## src/mlm_pkg.sv

```systemverilog
package mlm_pkg;

   localparam int MAX_WINDOW_DEF     = 32768;
   localparam int SAMPLE_BITS_DEF    = 24;
   localparam int COEF_FRAC_BITS_DEF = 30;

   localparam int SIG_W     = 40;
   localparam int SIG_FRAC  = 38;
   localparam int SQ_W      = 48;
   localparam int SUM_W     = 64;
   localparam int CSR_W     = 64;
   localparam int CSR_IDX_W = 3;
   localparam int LOUD_W    = 16;

   localparam logic [15:0]        WIN_LEN_RESET = 16'd19200;
   localparam logic signed [15:0] FLOOR_RESET   = -16'sd10000;

   typedef enum logic [CSR_IDX_W-1:0] {
      CSR_PRE_B0_B1      = 3'd0,
      CSR_PRE_B2_A1      = 3'd1,
      CSR_PRE_A2_RLB_B0  = 3'd2,
      CSR_RLB_B1_B2      = 3'd3,
      CSR_RLB_A1_A2      = 3'd4,
      CSR_WINDOW_LENGTH  = 3'd5,
      CSR_LOUDNESS_FLOOR = 3'd6
   } csr_index_type;

   typedef struct packed {
      logic signed [31:0] b0;
      logic signed [31:0] b1;
      logic signed [31:0] b2;
      logic signed [31:0] a1;
      logic signed [31:0] a2;
   } biquad_type;

   typedef struct packed {
      logic start;
      logic stereo;
      logic set_peak;
   } merge_cmd_type;

endpackage

```

## src/mlm_rsp_if.sv

```systemverilog
interface mlm_rsp_if;
   logic                             valid;
   logic                             ready;
   logic signed [mlm_pkg::LOUD_W-1:0] momentary_loudness;
   logic signed [mlm_pkg::LOUD_W-1:0] peak_loudness;

   modport source (
      output valid, momentary_loudness, peak_loudness,
      input  ready
   );
   modport sink (
      input  valid, momentary_loudness, peak_loudness,
      output ready
   );
endinterface

```

## src/mlm_merge.sv

```systemverilog
module mlm_merge #(
   parameter int MAX_WINDOW = mlm_pkg::MAX_WINDOW_DEF,
   localparam int LEN_W     = $clog2(MAX_WINDOW + 1)
) (
   input  logic                          clock,
   input  logic                          reset,
   input  mlm_pkg::merge_cmd_type        cmd,
   input  logic [mlm_pkg::SUM_W-1:0]     sum_l,
   input  logic [mlm_pkg::SUM_W-1:0]     sum_r,
   input  logic [LEN_W-1:0]              fill_l,
   input  logic [LEN_W-1:0]              fill_r,
   input  logic signed [mlm_pkg::LOUD_W-1:0] floor_raw,
   mlm_rsp_if.source                     rsp,
   output logic                          done
);

   localparam int SUM_W  = mlm_pkg::SUM_W;
   localparam int SQ_W   = mlm_pkg::SQ_W;
   localparam int LOUD_W = mlm_pkg::LOUD_W;
   localparam int TOT_W  = SQ_W + 1;

   localparam logic signed [25:0] K_LOG = 26'sd19728302;
   localparam logic signed [57:0] C_OFF = 58'sd75976253479322;
   localparam logic signed [17:0] TOP_LOUD = 18'sd2000;
   localparam logic signed [LOUD_W-1:0] FLOOR_MIN = -16'sd20000;

   typedef enum logic [6:0] {
      M_IDLE = 7'b0000001,
      M_DIV  = 7'b0000010,
      M_NORM = 7'b0000100,
      M_LOG  = 7'b0001000,
      M_MUL  = 7'b0010000,
      M_FIN  = 7'b0100000,
      M_OUT  = 7'b1000000
   } merge_state_type;

   merge_state_type           state_ff;
   logic                      stereo_ff, div_ch_ff, zero_ff;
   logic [5:0]                cnt_ff;
   logic [SUM_W-1:0]          quo_ff;
   logic [LEN_W-1:0]          rem_ff, dvs_ff;
   logic [SQ_W-1:0]           ml_ff;
   logic [TOT_W-1:0]          x_ff;
   logic [5:0]                n_ff;
   logic [30:0]               m_ff;
   logic [23:0]               frac_ff;
   logic signed [56:0]        lp_ff;
   logic signed [LOUD_W-1:0]  cur_ff, peak_ff;
   logic                      vld_ff;
   logic signed [LOUD_W-1:0]  out_m_ff, out_p_ff;

   logic [LEN_W:0]            trial;
   logic                      qbit;
   logic [SQ_W-1:0]           mean_last;
   logic [61:0]               msq;
   logic [31:0]               mt;
   logic signed [30:0]        l2;
   logic signed [57:0]        diff;
   logic signed [17:0]        h_w;
   logic signed [LOUD_W-1:0]  fl, h_fin;
   logic                      load;

   assign trial = {rem_ff, quo_ff[SUM_W-1]};
   assign qbit  = trial >= {1'b0, dvs_ff};

   // mean of the current channel is taken after its last quotient bit
   assign mean_last = (dvs_ff == '0) ? '0 : {quo_ff[SQ_W-2:0], qbit};

   assign msq  = m_ff * m_ff;
   assign mt   = msq[61:30];
   assign l2   = {7'($signed({1'b0, n_ff}) - 7'sd46), frac_ff};
   assign diff = 58'(lp_ff) - C_OFF;
   assign h_w  = diff[57:40];

   always_comb begin
      if (floor_raw > 16'sd0)          fl = '0;
      else if (floor_raw < FLOOR_MIN)  fl = FLOOR_MIN;
      else                             fl = floor_raw;
      if (zero_ff)                     h_fin = fl;
      else if (h_w > TOP_LOUD)         h_fin = LOUD_W'(TOP_LOUD);
      else if (h_w < 18'(fl))          h_fin = fl;
      else                             h_fin = h_w[LOUD_W-1:0];
   end

   assign load = state_ff == M_OUT && (!vld_ff || rsp.ready);

   always_ff @(posedge clock) begin
      case (state_ff)
         M_IDLE: begin
            if (cmd.start) begin
               quo_ff <= sum_l;
               rem_ff <= '0;
               dvs_ff <= fill_l;
            end
         end
         M_DIV: begin
            quo_ff <= {quo_ff[SUM_W-2:0], qbit};
            rem_ff <= qbit ? LEN_W'(trial - {1'b0, dvs_ff}) : trial[LEN_W-1:0];
            if (cnt_ff == 6'd63) begin
               quo_ff <= sum_r;
               rem_ff <= '0;
               dvs_ff <= fill_r;
            end
         end
         M_MUL: lp_ff <= l2 * K_LOG;
         default: ;
      endcase
      if (load) begin
         out_m_ff <= cur_ff;
         out_p_ff <= peak_ff;
      end
   end

   always_ff @(posedge clock) begin
      if (reset) begin
         state_ff  <= M_IDLE;
         stereo_ff <= 1'b0;
         div_ch_ff <= 1'b0;
         zero_ff   <= 1'b0;
         cnt_ff    <= '0;
         ml_ff     <= '0;
         x_ff      <= '0;
         n_ff      <= '0;
         m_ff      <= '0;
         frac_ff   <= '0;
         cur_ff    <= mlm_pkg::FLOOR_RESET;
         peak_ff   <= mlm_pkg::FLOOR_RESET;
         vld_ff    <= 1'b0;
      end else begin
         if (cmd.set_peak) begin
            peak_ff <= cur_ff;
         end
         if (rsp.ready) begin
            vld_ff <= 1'b0;
         end
         case (state_ff)
            M_IDLE: begin
               if (cmd.start) begin
                  stereo_ff <= cmd.stereo;
                  div_ch_ff <= 1'b0;
                  cnt_ff    <= '0;
                  state_ff  <= M_DIV;
               end
            end
            M_DIV: begin
               cnt_ff <= cnt_ff + 6'd1;
               if (cnt_ff == 6'd63) begin
                  ml_ff <= mean_last;
                  if (stereo_ff && !div_ch_ff) begin
                     div_ch_ff <= 1'b1;
                  end else begin
                     x_ff     <= TOT_W'(stereo_ff ? ml_ff : mean_last) + TOT_W'(mean_last);
                     zero_ff  <= (TOT_W'(stereo_ff ? ml_ff : mean_last)
                                  + TOT_W'(mean_last)) == '0;
                     n_ff     <= 6'(TOT_W - 1);
                     state_ff <= M_NORM;
                  end
               end
            end
            M_NORM: begin
               if (zero_ff) begin
                  state_ff <= M_FIN;
               end else if (x_ff[TOT_W-1]) begin
                  m_ff     <= x_ff[TOT_W-1:TOT_W-31];
                  frac_ff  <= '0;
                  cnt_ff   <= '0;
                  state_ff <= M_LOG;
               end else begin
                  x_ff <= {x_ff[TOT_W-2:0], 1'b0};
                  n_ff <= n_ff - 6'd1;
               end
            end
            M_LOG: begin
               m_ff    <= mt[31] ? mt[31:1] : mt[30:0];
               frac_ff <= {frac_ff[22:0], mt[31]};
               cnt_ff  <= cnt_ff + 6'd1;
               if (cnt_ff == 6'd23) begin
                  state_ff <= M_MUL;
               end
            end
            M_MUL: state_ff <= M_FIN;
            M_FIN: begin
               cur_ff <= h_fin;
               if (h_fin > peak_ff) begin
                  peak_ff <= h_fin;
               end
               state_ff <= M_OUT;
            end
            M_OUT: begin
               if (load) begin
                  vld_ff   <= 1'b1;
                  state_ff <= M_IDLE;
               end
            end
            default: state_ff <= M_IDLE;
         endcase
      end
   end

   assign done                   = load;
   assign rsp.valid              = vld_ff;
   assign rsp.momentary_loudness = out_m_ff;
   assign rsp.peak_loudness      = out_p_ff;

endmodule

```

## src/flat_wrapper.sv

```systemverilog
// flat-port wrapper written by rule: the top's interface ports become plain ports
module mlm_merge_flat 
#(
   parameter int MAX_WINDOW = mlm_pkg::MAX_WINDOW_DEF,
   localparam int LEN_W     = $clog2(MAX_WINDOW + 1)
)
  (clock, reset, cmd, sum_l, sum_r, fill_l, fill_r, floor_raw, done, rsp_valid, rsp_momentary_loudness, rsp_peak_loudness, rsp_ready);
  mlm_rsp_if rsp_i ();
  input  logic clock;
  input  logic reset;
  input  mlm_pkg::merge_cmd_type cmd;
  input  logic [mlm_pkg::SUM_W-1:0] sum_l;
  input  logic [mlm_pkg::SUM_W-1:0] sum_r;
  input  logic [LEN_W-1:0] fill_l;
  input  logic [LEN_W-1:0] fill_r;
  input  logic signed [mlm_pkg::LOUD_W-1:0] floor_raw;
  output logic done;
  output wire logic [$bits(rsp_i.valid)-1:0] rsp_valid;
  output wire logic [$bits(rsp_i.momentary_loudness)-1:0] rsp_momentary_loudness;
  output wire logic [$bits(rsp_i.peak_loudness)-1:0] rsp_peak_loudness;
  input wire logic [$bits(rsp_i.ready)-1:0] rsp_ready;
  assign rsp_valid = rsp_i.valid;
  assign rsp_momentary_loudness = rsp_i.momentary_loudness;
  assign rsp_peak_loudness = rsp_i.peak_loudness;
  assign rsp_i.ready = rsp_ready;
  mlm_merge #(.MAX_WINDOW(MAX_WINDOW)) u_core (.clock(clock), .reset(reset), .cmd(cmd), .sum_l(sum_l), .sum_r(sum_r), .fill_l(fill_l), .fill_r(fill_r), .floor_raw(floor_raw), .rsp(rsp_i), .done(done));
endmodule
```

## config.mk

```make
export PLATFORM = sky130hd
export DESIGN_NAME = mlm_merge_flat
export DESIGN_NICKNAME = d
export VERILOG_FILES = /design/src/mlm_pkg.sv /design/src/mlm_rsp_if.sv /design/src/mlm_merge.sv /design/src/flat_wrapper.sv
export SDC_FILE = /design/constraint.sdc
export NUM_CORES = 2
export LEC_CHECK = 0
export BUFFER_PORTS_ARGS = -buffer_cell sky130_fd_sc_hd__buf_2
export CAP_MARGIN = 20
export CORE_UTILIZATION = 45
export CTS_CLUSTER_SIZE = 24
export DETAILED_ROUTE_END_ITERATION = 7
export MAX_ROUTING_LAYER = met4
export PLACE_DENSITY_LB_ADDON = 0.08
export RECOVER_POWER = 25
export SYNTH_ARGS = -nofsm -noshare
export SYNTH_HDL_FRONTEND = slang
export SYNTH_SLANG_ARGS = --single-unit
```

## constraint.sdc

```tcl
create_clock -name clock -period 22.7 [get_ports clock]
set_input_delay 1.135 -clock clock [delete_from_list [all_inputs] [get_ports clock]]
set_output_delay 1.135 -clock clock [all_outputs]
set_load 0.03 [all_outputs]
```

==> summary.txt <==
Synthesis
  – Cell taking the most area after synthesis: fa_1
  – Seq/Total Area, Yosys: 15.1%
  – Average footprint of a synthesized cell: 9.19 µm²
  – Most frequent cell after synthesis: inv_1
  – Top post-synthesis cells by area: fa_1, ha_1, inv_1
  – Post-synth top flop: dfxtp_1
  – Asr flop ratio synth: 0%
  – Synth top cells by count: inv_1, fa_1, ha_1
  – Warnings, synthesis: 0
  – Top cell type's share of synthesized area: 33.8%
  – Number of flops mapped to enable cells by yosys: 184
  – Synth Register Bits: 391
  – Synthesized cell area: 63,800 µm²
  – Syn Nets: 8,862
  – Synth cell types: 82
  – Syn Inst Count: 6,942

Clocking
  – Htree depth: 2
  – Hold_buf cts: 0
  – Insertion delay to the later sink of the worst-skew pair: 620 ps
  – CTS Buf Count: 47
  – Worst-path clk slew: 60 ps
  – Root Driver: clkbuf_16
  – CTS tree: done
  – Sink Count: 391
  – Clk buf depth: 3
  – PostCTS Resize Cnt: 0
  – Total setup buffers inserted after CTS: 0

STA
  – Fmax: 100 MHz
  – Unrepaired setup endpoints after global routing: no
  – Fin crit share: 44.1%
  – Setup violators final: 0
  – Tightest Pin Transition: 6080 ps
  – Slew Limit Fails: 302
  – Final WS setup: 12,700 ps
  – Slew HR: -305%
  – Layout Skew: 56.4 ps
  – Final Hold Fails: 0
  – Setup TNS: 0 ps
  – Post-route minimum period: 10,000 ps

Placement
  – Cells after DPL: 8,814
  – Gpl congestion: 0.898
  – DPL Wire Length: 136 mm
  – Input/output buffers: 215
  – DP Worst Slack: 12,850 ps

Pwr
  – VDD IR max: 0.0605 mV
  – Sequential power share: 36.6%
  – Switching share of power: 32.6%
  – Internal cell power: 1.45 mW
  – Pwr dens: 31.6 nW/µm²
  – Combinational power share: 26.5%
  – Clock Power Share: 36.9%
  – Switching power: 0.704 mW
  – Design Power: 2.16 mW
  – Leakage Power: 35.5 nW

Floorplanning
  – Die height: 379 µm
  – Starting density of the core: 45.6%
  – Total die area: 143,000 µm²
  – Core Rows: 137
  – Io pins: 216
  – Core area: 140,000 µm²
  – Die Wd: 379 µm

Routing
  – Final ANT Viol Nets: 0
  – Via Count: 46.3k
  – DR WL/cell: 19.4 µm
  – DRT Pass-1 Iters: 5
  – DRT iter0 DRCs: 2,550
  – Number of remaining DRC errors: 0
  – Drt via density: 5.20
  – Drt total wl: 172 mm

Worst setup path
  – WP buf/inv: 4
  – Crit-path leading delay family: adder cells
  – Critical path's largest stage delay: 1050 ps
  – Critical Path RT: 23,120 ps
  – Reg2reg setup slack: 12,700 ps
  – Crit path arrival time: 10,420 ps
  – Startpoint Class: flop
  – Crit. End Element: flop
  – Crit path top cell by count: fa_1
  – Crit path kind: reg -> reg
  – Crit Path Max Fanout: 49
  – Slowest cell on crit path: dfxtp_2

Flow run
  – Maxcap violations: 4

Hold path
  – Tightest Hold Check Type: reg -> reg

Global route
  – Largest net degree at the start of global routing: 153
  – Vias in the first global route: 49.8k
  – GRT Util Overall: 25.8%
  – First-pass GRT wire length: 280 mm
  – Initial antenna violation count: 4
  – GRT overflow: 0

Cells and area
  – FILL cells: 13.7k
  – Finished Core Util: 48.7%
  – Diode count: 0
  – Layout Cells excl Fill: 8,903
  – Final #Nets: 8,908
  – Layout cells sized above 1: 6.40%
  – Area Overhead vs Synth: 6.96%

Status
  – Status: finished with violations
  – Failing checks: capacitance limit, slew limit
-- power groups by stage --
stage / Sequential, mW / Clock, mW / Combinational, mW
2_1_floorplan: 0.798 / 0 / 0.413
3_3_place_gp: 0.805 / 0 / 0.562
3_5_place_dp: 0.805 / 0 / 0.563
4_1_cts: 0.790 / 0.823 / 0.566
5_1_grt: 0.793 / 0.842 / 0.631
6_report: 0.790 / 0.797 / 0.572
-- worst register-to-register path, cell delays in order (launching register included) --
cell	delay, ps
dfxtp_2	1050
inv_1	500
nor2_1	370
fa_1	520
fa_1	520
fa_1	520
inv_1	50
fa_1	480
inv_1	60
fa_1	480
fa_1	580
fa_1	430
fa_1	440
ha_1	340
a21oi_1	160
o21ai_0	90
a22oi_1	300
a22oi_1	110
nor2_1	420
o21ai_0	320
a211o_1	370
a21oi_1	330
xor2_4	160
buf_4	490
or3b_2	500
a21oi_1	130
nor4_1	70
-- placed cells by master, fill, tap and decap left out, drive strengths merged, types with 37 or more instances in the layout --
cell	instances
xor2	66
nor3	58
inv	1597
edfxtp	184
clkbuf	99
nor2	285
dfxtp	207
xnor2	130
o21ai	273
o211ai	37
nand3	79
a21o	106
mux2	78
nand2	650
mux2i	121
a21oi	313
and2	215
ha	661
nand4	49
fa	1077
a211oi	77
buf	243
-- routing by layer --
layer | vias up | part of all wire, % | wire length [µm] | track usage [%]
met5 | - | 0 | 0 | -
met4 | 0 | 2.3 | 3910 | 5.26
met3 | 182 | 3.6 | 6160 | 1.93
met2 | 815 | 50 | 85600 | 43.7
met1 | 23245 | 44 | 76600 | 34.0
li1 | 22012 | - | - | -
-- cell type report --
| cell class | count | area [µm²] | area share (%) |
|---|---|---|---|
| multi-input cells | 4680 | 47200 | 69.1 |
| flip-flops and latches | 391 | 9670 | 14.2 |
| inverters | 1592 | 5980 | 8.75 |
| well taps | 1876 | 2350 | 3.44 |
| repair buffers | 276 | 1500 | 2.20 |
| clock buffers | 66 | 1370 | 2.01 |
| clock inverters | 22 | 250 | 0.367 |
-- state kept, by name (all words and copies together), names as in the netlist, 24 cells and up --
| name | cells |
|---|---|
| u_core.frac_ff | 24 |
| u_core.lp_ff | 56 |
| u_core.quo_ff | 64 |
| u_core.ml_ff | 48 |
| u_core.x_ff | 49 |
| u_core.m_ff | 31 |
-- final timing paths --
| kind | start | endpoint | depth (start not counted) |
|---|---|---|---|
| worst max-delay path | u_core.m_ff[14]$_SDFFE_PP0P_ | u_core.m_ff[28]$_SDFFE_PP0P_ | 26 |
| worst min-delay path | u_core.peak_ff[6]$_SDFF_PP1_ | u_core.rsp.peak_loudness[6]$_DFFE_PP_ | 0 |
| worst max register to register | u_core.m_ff[14]$_SDFFE_PP0P_ | u_core.m_ff[28]$_SDFFE_PP0P_ | 26 |
| worst min register to register | u_core.peak_ff[6]$_SDFF_PP1_ | u_core.rsp.peak_loudness[6]$_DFFE_PP_ | 0 |
-- kinds of logic (layout without fill, tap and decap cells) --
| family | after synthesis | in the layout | synth area share (%) |
|---|---|---|---|
| buffers and inverters | 1871 | 1956 | 11.1 |
| XOR/XNOR | 196 | 196 | 2.69 |
| AND/OR/NAND/NOR | 1530 | 1530 | 11.2 |
| flip-flops | 391 | 391 | 15.1 |
| AO/OA/AOI/OAI | 1016 | 1016 | 9.83 |
| multiplexers | 199 | 199 | 3.27 |
| adder cells (fa/ha/maj) | 1739 | 1739 | 46.8 |
-- stage by stage --
step | area (µm²) | hold slack [ps]
6_report | 68300 | 427
3_3_place_gp | 66700 | 426
2_1_floorplan | 63800 | 408
3_5_place_dp | 66700 | 424
5_1_grt | 68300 | 440
4_1_cts | 68300 | 428
No activity file was read; power rests on OpenSTA's default activity.
